### config.mk
export PLATFORM = sky130hd
export DESIGN_NAME = stall_lock_escalation
export DESIGN_NICKNAME = d
export VERILOG_FILES = /design/src/sle_pkg.sv /design/src/sle_cfg_regs.sv /design/src/sle_core.sv /design/src/stall_lock_escalation.sv
export SDC_FILE = /design/constraint.sdc
export NUM_CORES = 1
export LEC_CHECK = 0
export BUFFER_PORTS_ARGS = -buffer_cell sky130_fd_sc_hd__buf_2
export CORE_MARGIN = 10
export CORE_UTILIZATION = 46
export CTS_BUF_LIST = sky130_fd_sc_hd__clkbuf_8
export CTS_CLUSTER_DIAMETER = 50
export DETAILED_ROUTE_END_ITERATION = 6
export GPL_TIMING_DRIVEN = 0
export PLACE_DENSITY_LB_ADDON = 0.1
export SLEW_MARGIN = 20
export SYNTH_ARGS = -nofsm -noshare
export SYNTH_HDL_FRONTEND = slang
export SYNTH_HIERARCHICAL = 1
export SYNTH_SLANG_ARGS = --single-unit
### constraint.sdc
create_clock -name clk_i -period 14.8 [get_ports clk_i]
set_input_delay 1.48 -clock clk_i [delete_from_list [all_inputs] [get_ports clk_i]]
set_output_delay 1.48 -clock clk_i [all_outputs]
set_load 0.02 [all_outputs]
### src/sle_pkg.sv
// shared types, register indexes and reset values for the stall lock escalation block
// no dependencies
package sle_pkg;

  localparam int unsigned ShortWinW = 16;
  localparam int unsigned LongWinW  = 17;
  localparam int unsigned HoldW     = 16;
  localparam int unsigned CntW      = 4;
  localparam int unsigned CfgIdxW   = 3;
  localparam int unsigned CfgDataW  = 17;

  localparam logic [ShortWinW-1:0] ShortWinRst = ShortWinW'(6000);
  localparam logic [LongWinW-1:0]  LongWinRst  = LongWinW'(90000);
  localparam logic [HoldW-1:0]     HoldRst     = HoldW'(12000);
  localparam logic [CntW-1:0]      StallLimRst = CntW'(3);
  localparam logic [CntW-1:0]      LockLimRst  = CntW'(3);
  localparam logic [CntW-1:0]      CntMax      = {CntW{1'b1}};

  typedef enum logic [CfgIdxW-1:0] {
    CFG_SHORT_WIN  = 3'd0,
    CFG_LONG_WIN   = 3'd1,
    CFG_HOLD       = 3'd2,
    CFG_STALL_LIM  = 3'd3,
    CFG_LOCK_LIM   = 3'd4
  } cfg_idx_e;

  typedef struct packed {
    logic [ShortWinW-1:0] short_win;
    logic [LongWinW-1:0]  long_win;
    logic [HoldW-1:0]     hold;
    logic [CntW-1:0]      stall_lim;
    logic [CntW-1:0]      lock_lim;
  } cfg_t;

  typedef struct packed {
    logic            lock;
    logic            perm;
    logic [CntW-1:0] stall_events;
    logic [CntW-1:0] lock_events;
  } res_t;

  function automatic logic [CntW-1:0] sat_inc(input logic [CntW-1:0] v);
    return (v == CntMax) ? CntMax : v + CntW'(1);
  endfunction

endpackage

### src/sle_cfg_regs.sv
// configuration register file for the stall lock escalation block
// depends on sle_pkg
module sle_cfg_regs import sle_pkg::*; (
  input  logic                clk_i,
  input  logic                rst_ni,
  input  logic                cfg_valid_i,
  output logic                cfg_ready_o,
  input  logic [CfgIdxW-1:0]  cfg_index_i,
  input  logic [CfgDataW-1:0] cfg_data_i,
  output cfg_t                cfg_o
);

  cfg_t cfg_q, cfg_d;

  assign cfg_ready_o = 1'b1;
  assign cfg_o       = cfg_q;

  always_comb begin
    cfg_d = cfg_q;
    if (cfg_valid_i) begin
      unique case (cfg_index_i)
        CFG_SHORT_WIN: cfg_d.short_win = cfg_data_i[ShortWinW-1:0];
        CFG_LONG_WIN:  cfg_d.long_win  = cfg_data_i[LongWinW-1:0];
        CFG_HOLD:      cfg_d.hold      = cfg_data_i[HoldW-1:0];
        CFG_STALL_LIM: cfg_d.stall_lim = cfg_data_i[CntW-1:0];
        CFG_LOCK_LIM:  cfg_d.lock_lim  = cfg_data_i[CntW-1:0];
        default:       cfg_d           = cfg_q;
      endcase
    end
  end

  always_ff @(posedge clk_i or negedge rst_ni) begin
    if (!rst_ni) begin
      cfg_q.short_win <= ShortWinRst;
      cfg_q.long_win  <= LongWinRst;
      cfg_q.hold      <= HoldRst;
      cfg_q.stall_lim <= StallLimRst;
      cfg_q.lock_lim  <= LockLimRst;
    end else begin
      cfg_q <= cfg_d;
    end
  end

endmodule

### src/sle_core.sv
// tick update: edge detect, window timers, lock and permanent escalation
// depends on sle_pkg
module sle_core import sle_pkg::*; (
  input  logic clk_i,
  input  logic rst_ni,
  input  cfg_t cfg_i,
  input  logic step_i,
  input  logic stall_i,
  output res_t res_o
);

  logic                 prev_q, prev_d;
  logic [CntW-1:0]      stall_cnt_q, stall_cnt_d;
  logic [CntW-1:0]      lock_cnt_q, lock_cnt_d;
  logic [ShortWinW-1:0] short_tmr_q, short_tmr_d;
  logic [LongWinW-1:0]  long_tmr_q, long_tmr_d;
  logic [HoldW-1:0]     hold_tmr_q, hold_tmr_d;
  logic                 flag_q, flag_d;
  logic                 perm_now;

  assign perm_now = (lock_cnt_q >= cfg_i.lock_lim);

  always_comb begin
    prev_d      = prev_q;
    stall_cnt_d = stall_cnt_q;
    lock_cnt_d  = lock_cnt_q;
    short_tmr_d = short_tmr_q;
    long_tmr_d  = long_tmr_q;
    hold_tmr_d  = hold_tmr_q;
    flag_d      = flag_q;
    if (perm_now) begin
      // permanent: everything but the flag stays frozen
      flag_d = 1'b1;
    end else begin
      if (stall_i && !prev_q) begin
        if (stall_cnt_q == '0) short_tmr_d = cfg_i.short_win;
        stall_cnt_d = sat_inc(stall_cnt_q);
      end
      prev_d = stall_i;

      if (short_tmr_d != '0) short_tmr_d = short_tmr_d - ShortWinW'(1);
      else                   stall_cnt_d = '0;

      if (stall_cnt_d >= cfg_i.stall_lim) begin
        if (lock_cnt_q == '0) long_tmr_d = cfg_i.long_win;
        lock_cnt_d  = sat_inc(lock_cnt_q);
        hold_tmr_d  = cfg_i.hold;
        flag_d      = 1'b1;
        stall_cnt_d = '0;
        short_tmr_d = '0;
      end

      if (hold_tmr_d != '0)                  hold_tmr_d = hold_tmr_d - HoldW'(1);
      else if (lock_cnt_d < cfg_i.lock_lim) flag_d     = 1'b0;

      if (long_tmr_d != '0)                  long_tmr_d = long_tmr_d - LongWinW'(1);
      else if (lock_cnt_d < cfg_i.lock_lim) lock_cnt_d = '0;
    end
  end

  assign res_o.lock         = flag_d;
  assign res_o.perm         = (lock_cnt_d >= cfg_i.lock_lim);
  assign res_o.stall_events = stall_cnt_d;
  assign res_o.lock_events  = lock_cnt_d;

  always_ff @(posedge clk_i or negedge rst_ni) begin
    if (!rst_ni) begin
      prev_q      <= 1'b0;
      stall_cnt_q <= '0;
      lock_cnt_q  <= '0;
      short_tmr_q <= '0;
      long_tmr_q  <= '0;
      hold_tmr_q  <= '0;
      flag_q      <= 1'b0;
    end else if (step_i) begin
      prev_q      <= prev_d;
      stall_cnt_q <= stall_cnt_d;
      lock_cnt_q  <= lock_cnt_d;
      short_tmr_q <= short_tmr_d;
      long_tmr_q  <= long_tmr_d;
      hold_tmr_q  <= hold_tmr_d;
      flag_q      <= flag_d;
    end
  end

  // a permanent lock always shows the lock flag
  a_perm_locks: assert property (@(posedge clk_i) disable iff (!rst_ni)
    step_i |-> (!res_o.perm || res_o.lock))
    else $error("permanent without lock flag");

  // once permanent, edge memory and counters are frozen
  a_perm_frozen: assert property (@(posedge clk_i) disable iff (!rst_ni)
    (step_i && perm_now) |=> ($stable(prev_q) && $stable(stall_cnt_q)
                              && $stable(lock_cnt_q)))
    else $error("state moved while permanent");

  // a new lock event with a non-zero hold time raises the flag
  a_lock_event: assert property (@(posedge clk_i) disable iff (!rst_ni)
    (step_i && !perm_now && (lock_cnt_d != lock_cnt_q) && (lock_cnt_d != '0)
     && (cfg_i.hold != '0))
      |=> flag_q)
    else $error("lock event without flag");

endmodule

### src/stall_lock_escalation.sv
// top level: input register, tick update core, result register, config registers
// depends on sle_pkg, sle_cfg_regs, sle_core
// a word accepted into the input register moves on to the result register once that
// register is free, and is shown on the outputs from there
// throughput: one word per cycle; the result register frees the input side each
// cycle the result is taken or the output is empty
// reset: all counters, timers and flags clear; config registers load their defaults
module stall_lock_escalation import sle_pkg::*; (
  input  logic                clk_i,
  input  logic                rst_ni,
  input  logic                cfg_valid_i,
  output logic                cfg_ready_o,
  input  logic [CfgIdxW-1:0]  cfg_index_i,
  input  logic [CfgDataW-1:0] cfg_data_i,
  input  logic                in_valid_i,
  output logic                in_ready_o,
  input  logic                stall_active_i,
  output logic                out_valid_o,
  input  logic                out_ready_i,
  output logic                lock_out_o,
  output logic                permanent_out_o,
  output logic [CntW-1:0]     stall_events_o,
  output logic [CntW-1:0]     lock_events_o
);

  cfg_t cfg;
  res_t res;
  res_t out_q;
  logic in_v_q, in_stall_q;
  logic out_v_q;
  logic out_free, step;

  sle_cfg_regs u_cfg (
    .clk_i       (clk_i),
    .rst_ni      (rst_ni),
    .cfg_valid_i (cfg_valid_i),
    .cfg_ready_o (cfg_ready_o),
    .cfg_index_i (cfg_index_i),
    .cfg_data_i  (cfg_data_i),
    .cfg_o       (cfg)
  );

  assign out_free   = !out_v_q || out_ready_i;
  assign step       = in_v_q && out_free;
  assign in_ready_o = !in_v_q || out_free;

  sle_core u_core (
    .clk_i   (clk_i),
    .rst_ni  (rst_ni),
    .cfg_i   (cfg),
    .step_i  (step),
    .stall_i (in_stall_q),
    .res_o   (res)
  );

  always_ff @(posedge clk_i or negedge rst_ni) begin
    if (!rst_ni) begin
      in_v_q  <= 1'b0;
      out_v_q <= 1'b0;
    end else begin
      if (in_ready_o) in_v_q  <= in_valid_i;
      if (out_free)   out_v_q <= in_v_q;
    end
  end

  // payload registers
  always_ff @(posedge clk_i) begin
    if (in_valid_i && in_ready_o) in_stall_q <= stall_active_i;
    if (step)                     out_q      <= res;
  end

  assign out_valid_o     = out_v_q;
  assign lock_out_o      = out_q.lock;
  assign permanent_out_o = out_q.perm;
  assign stall_events_o  = out_q.stall_events;
  assign lock_events_o   = out_q.lock_events;

  // a word in the input stage waits while the result word is not taken
  a_hold_input: assert property (@(posedge clk_i) disable iff (!rst_ni)
    (in_v_q && !out_free) |=> (in_v_q && $stable(in_stall_q)))
    else $error("input word lost under stall");

  // every processed word appears as a result
  a_step_out: assert property (@(posedge clk_i) disable iff (!rst_ni)
    step |=> out_v_q)
    else $error("processed word not shown");

  // a result word waiting for the receiver stays put
  a_out_hold: assert property (@(posedge clk_i) disable iff (!rst_ni)
    (out_v_q && !out_ready_i) |=> (out_v_q && $stable(out_q)))
    else $error("result word changed while waiting");

endmodule

---- After elaboration in Yosys (flattened, before gate mapping) ----
Index checks and enable logic that the tools add are counted.
storage, ports and cells
  flip-flop bits (word level) ............. 129
  latch bits .............................. 0
  RAM bits ................................ 0
  bits in read-only memories .............. 0
  bits of input ports ..................... 26
  output and inout bits ................... 13
  word-level logic and storage cells ...... 83
  memories ................................ 0
operators by class
  add/subtract/negate cells ............... 5
  multipliers ............................. 0
  divide/modulo/power cells ............... 0
  order comparisons ....................... 4
  equal/unequal tests ..................... 6
  shifts and indexed selects .............. 0
  muxes and demuxes ....................... 28
  bitwise logic cells ..................... 1
  reductions and logical operators ........ 20
operators with widths
  cell                   count
  $mux 16                8
  $mux 17                4
  $mux 4                 12
  $reduce_bool 16->1     2
  $sub 16x1->16 const B  2
  $reduce_bool 17->1     1
  $sub 17x1->17 const B  1
  $ge 4x4->1             3
  $reduce_and 2->1       6
  $add 4x1->4 const B    2
  $eq 4x4->1 const B     2
  $logic_not 4->1        2
  $eq 3x2->1 const B     2
  $lt 4x4->1             1
  $mux 1                 4
  $eq 3x1->1 const B     1
  $eq 3x3->1 const B     1
  $logic_and 1x1->1      3
  $logic_not 1->1        3
  $logic_not 3->1        1
  $logic_or 1x1->1       2
  $not 1->1              1

---- Logic depth before layout (Yosys ltp) ----
  word-level depth ........................ 15
  gate-level depth with buffers ........... 33
  gate-level depth less buffers ........... 29

---- Hierarchy ----
The synthesis kept the hierarchy.
modules (own cells, without submodules)
  module                 times used  cells an instance  area an instance (µm²)  sequential area each (µm²)
  sle_core               1           742                5754.3                  1476.4
  sle_cfg_regs           1           126                2239.6                  1460.2
  stall_lock_escalation  1           19                 434.2                   380.4

---- Least setup slack after synthesis ----
Ideal clock, no wire load.
  path type ............................... register to register
  start ................................... register u_core.stall_cnt_q[0]
  end ..................................... register out_q (netlist bit permanent_out_o), data pin
  library setup time ...................... 257 ps
  data arrival time ....................... 7238 ps
  required time ........................... 14543 ps
  setup slack ............................. 7305 ps
  cell stages (with the launch flop) ...... 33
  path buffers ............................ 5
  period minus slack after synthesis ...... 7495 ps
  path through ............................ dfrtp_1 -> inv_1 -> ha_1 -> nor4bb_1 -> nand2_1 -> clkbuf_1 -> mux2i_1 -> ha_1 -> inv_1 -> a21oi_1 -> and3_1 -> clkbuf_1 -> nor3_1 -> ha_1 -> a21o_1 -> a21o_1 -> clkbuf_1 -> o21ai_1 -> clkbuf_1 -> mux2i_1 -> ha_1 -> nand3_1 -> or3_1 -> mux2_2 -> clkbuf_1 -> a211oi_2 -> a21o_1 -> ha_1 -> nand2b_1 -> a21oi_1 -> nor2b_1 -> o21ai_0 -> nand2b_1
RTL lines
  element                 RTL line                     source
  start, declared         sle_core.sv:13               logic [CntW-1:0] stall_cnt_q, stall_cnt_d;
  start signal, assigned  sle_core.sv:77               stall_cnt_q <= stall_cnt_d;
  end signal, assigned    stall_lock_escalation.sv:69  if (step) out_q <= res;
  end, declared           stall_lock_escalation.sv:28  res_t out_q;

==> flow_summary.toml <==
[sta]
post-route-period-util = 0.650
fmax_mhz = 104
tightest_slew_ps = 1020
final_max_slew_viol_count = 0
finClkSkew_ps = 15.4
timing.setup.tns_ps = 0
fin_crit_ps = 9620
fin_ws_ps = 5180
hold_violations = 0
rsz0062_at_grt = "false"
setup_viol = 0
slew_headroom = 0.313

[layout]
syn_to_final_growth_pct = 11.1
antenna_cells = 0
design_area_um2 = 9370
fin_util = 0.520
drive_gt1_frac = 0.197
nNetsFinal = 994
nFillCells = 1707

[logic_synthesis]
syn_nets = 936
yosysUniqueCellTypes = 81
synth-warning-count = 6
synth_edf_count = 11
mappedNetlistArea_um2 = 8430
postSynth.asyncResetShare = 0.915
syn_inst = 887
synth_flop_cell = "dfrtp_1"
yosysSeqAreaShare = 0.394
syn-mean-instance-area_um2 = 9.50
ys_ff_latch = 129

[drt]
drtAntennaViolNets = 0
routed_wl_um = 25700
route.detailed.drc = 0
num_vias = 7361
vias_per_cell = 6.20
wl_per_cell_um = 21.6
first_iter_violations = 772
dr.pass1.iters = 6

[worst_hold_path]
min_path_type = "reg -> reg"

[outcome]
outcome = "finished, final reports clean"

[global_route]
grt_max_degree = 79
antenna_found_initial = 0
grt_pass1_vias = 7194
grt-ovfl-total = 0
grt_usage = 0.213
grt_pass1_wl_um = 40800

[pwr]
power_density_nw_per_um2 = 198
p_leak_uw = 0.00387
vdd_drop_max_mv = 0.133

[die]
die_area_um2 = 24100
dieWidth_um = 155
start_util = 0.468
io_pins = 39
core_area_um2 = 18000
die_y_um = 155
rows = 49

[clock_network]
ctsHoldBuffers = 0
cts-resized-gates = 0
cts_setup_buffers = 0
clock-root-buffer = "clkbuf_8"
cts_tree = "built"
cts_htree_levels = 4
worstSkewPairLatency_ps = 460
clk_pin_slew_ps = 80
cts_sinks = 129
cts_made_buffers = 17
clock_path_buffers = 2

[setup_path]
cp.arrival_ps = 9830
crit_fanout = 10
slowest_delay_ps = 840
end_kind = "register"
required_ps = 15010
path_class = "reg -> reg"
slowest_stage = "o21ai_1"
worst_setup_path_start_kind = "register"

[flow_run]
cap_violations = 0

[placed_design]
dpl_cell_area_um2 = 8940
gp_congestion = 0.874
preCtsSetupSlack_ps = 5360
dp_hpwl_um = 17800
io_buffer_count = 37
## cells in the mapped netlist, types with 5 or more instances
cell type / n / share of area
mux2_2: 63 / 0.084
a31oi_1: 6 / 0.0045
a22o_1: 7 / 0.0073
inv_1: 20 / 0.0089
or3_1: 11 / 0.0082
nor4_1: 21 / 0.016
clkbuf_1: 36 / 0.016
edfxtp_1: 11 / 0.039
a2111oi_0: 6 / 0.0062
nor3_1: 39 / 0.023
dfstp_2: 27 / 0.084
ha_1: 23 / 0.034
mux2i_1: 57 / 0.068
a2111o_1: 6 / 0.0080
a22oi_1: 6 / 0.0053
o21a_1: 10 / 0.0089
buf_6: 6 / 0.0080
o41ai_1: 5 / 0.0052
or4_1: 5 / 0.0045
nor2_1: 77 / 0.034
o31ai_1: 11 / 0.0098
o21ai_0: 44 / 0.026
a21oi_1: 56 / 0.033
a21o_1: 5 / 0.0045
nand2b_1: 11 / 0.0082
nand2_1: 87 / 0.039
o211ai_1: 9 / 0.0080
nand3_1: 24 / 0.014
dfrtp_1: 91 / 0.27
## stage by stage
step | cells | power (uW) | hold slack, ps
global placement | 1153 | 1490 | 489
global route | 1187 | 1990 | 542
finish | 1187 | 1860 | 510
CTS | 1187 | 1850 | 515
floorplan | 887 | 1240 | 466
detailed placement | 1155 | 1510 | 495
## worst paths after layout
| path | start | endpoint | slack [ps] | depth (start not counted) |
|---|---|---|---|---|
| max in group asynchronous | rst_ni | u_cfg/cfg_o[13] | 13080 | 2 |
| setup reg to reg | u_core/stall_cnt_q[0] | permanent_out_o | 5180 | 32 |
| setup / recovery | u_core/stall_cnt_q[0] | permanent_out_o | 5180 | 32 |
| hold reg to reg | u_cfg/cfg_o[6] | u_cfg/cfg_o[6] | 510 | 1 |
| hold / removal | u_cfg/cfg_o[6] | u_cfg/cfg_o[6] | 510 | 1 |
| min in group asynchronous | rst_ni | u_cfg/cfg_o[7] | 950 | 1 |
## flip-flops by register name, indices dropped and copies added (netlist names)
| signal | cells |
|---|---|
| lock_events_o | 4 |
| u_core/flag_q | 1 |
| out_valid_o | 1 |
| in_stall_q | 1 |
| u_core/short_tmr_q | 16 |
| in_v_q | 1 |
| stall_events_o | 4 |
| u_core/hold_tmr_q | 16 |
| u_cfg/cfg_o | 57 |
| u_core/lock_cnt_q | 4 |
| lock_out_o | 1 |
| permanent_out_o | 1 |
| u_core/long_tmr_q | 17 |
| u_core/prev_q | 1 |
| u_core/stall_cnt_q | 4 |
## per-layer routing
layer	wire length (um)	global-route usage	vias to the layer above
met2	11800	0.332	291
met1	11600	0.287	3554
met3	1650	0.0436	44
met5	0	0	-
li1	-	-	3472
met4	648	0.0709	0
## layout make-up
| class | count | area [um2] | area share |
|---|---|---|---|
| well taps | 229 | 287 | 0.0306 |
| repair buffers | 39 | 226 | 0.0242 |
| plain buffers | 45 | 221 | 0.0236 |
| clock buffers | 18 | 248 | 0.0265 |
| clock inverters | 14 | 176 | 0.0188 |
| inverters | 20 | 75.1 | 0.00802 |
| flip-flops and latches | 129 | 3320 | 0.354 |
| multi-input cells | 693 | 4810 | 0.514 |
## cells in the final DEF (no fill, tap or decap), types with 11 or more instances in the layout
master / synthesis / final
dfrtp_1: 91 / 91
nand2_1: 87 / 87
nor2_1: 77 / 77
mux2_2: 63 / 63
mux2i_1: 57 / 57
a21oi_1: 56 / 56
o21ai_0: 44 / 44
nor3_1: 39 / 39
buf_2: 0 / 36
clkbuf_1: 36 / 36
dfstp_2: 27 / 27
nand3_1: 24 / 24
ha_1: 23 / 23
nor4_1: 21 / 21
inv_1: 20 / 20
clkbuf_8: 0 / 18
nand2b_1: 11 / 11
edfxtp_1: 11 / 11
or3_1: 11 / 11
o31ai_1: 11 / 11
## kinds of logic after synthesis
| logic type | count (synthesis) | share of synthesized area |
|---|---|---|
| simple gates | 323 | 0.198 |
| compound gates | 222 | 0.183 |
| flops | 129 | 0.394 |
| mux | 120 | 0.152 |
| buf+inv | 65 | 0.0352 |
| fa+ha+maj | 23 | 0.0341 |
| xor+xnor | 4 | 0.00416 |
| other cells | 1 | 0.000445 |
## critical path, delay by kind of cell, from the launching register on
kind            cells  cell delay (ps)
compound gates      8             2620
fa+ha+maj           5             1250
buf+inv             7             2390
flops               1              480
mux                 3              910
simple gates        9             1700
## power by group
| group | internal [uW] | switching, uW |
|---|---|---|
| Combinational | 345 | 539 |
| Sequential | 488 | 150 |
| Clock | 174 | 160 |
(Power assumes the default switching activity.)
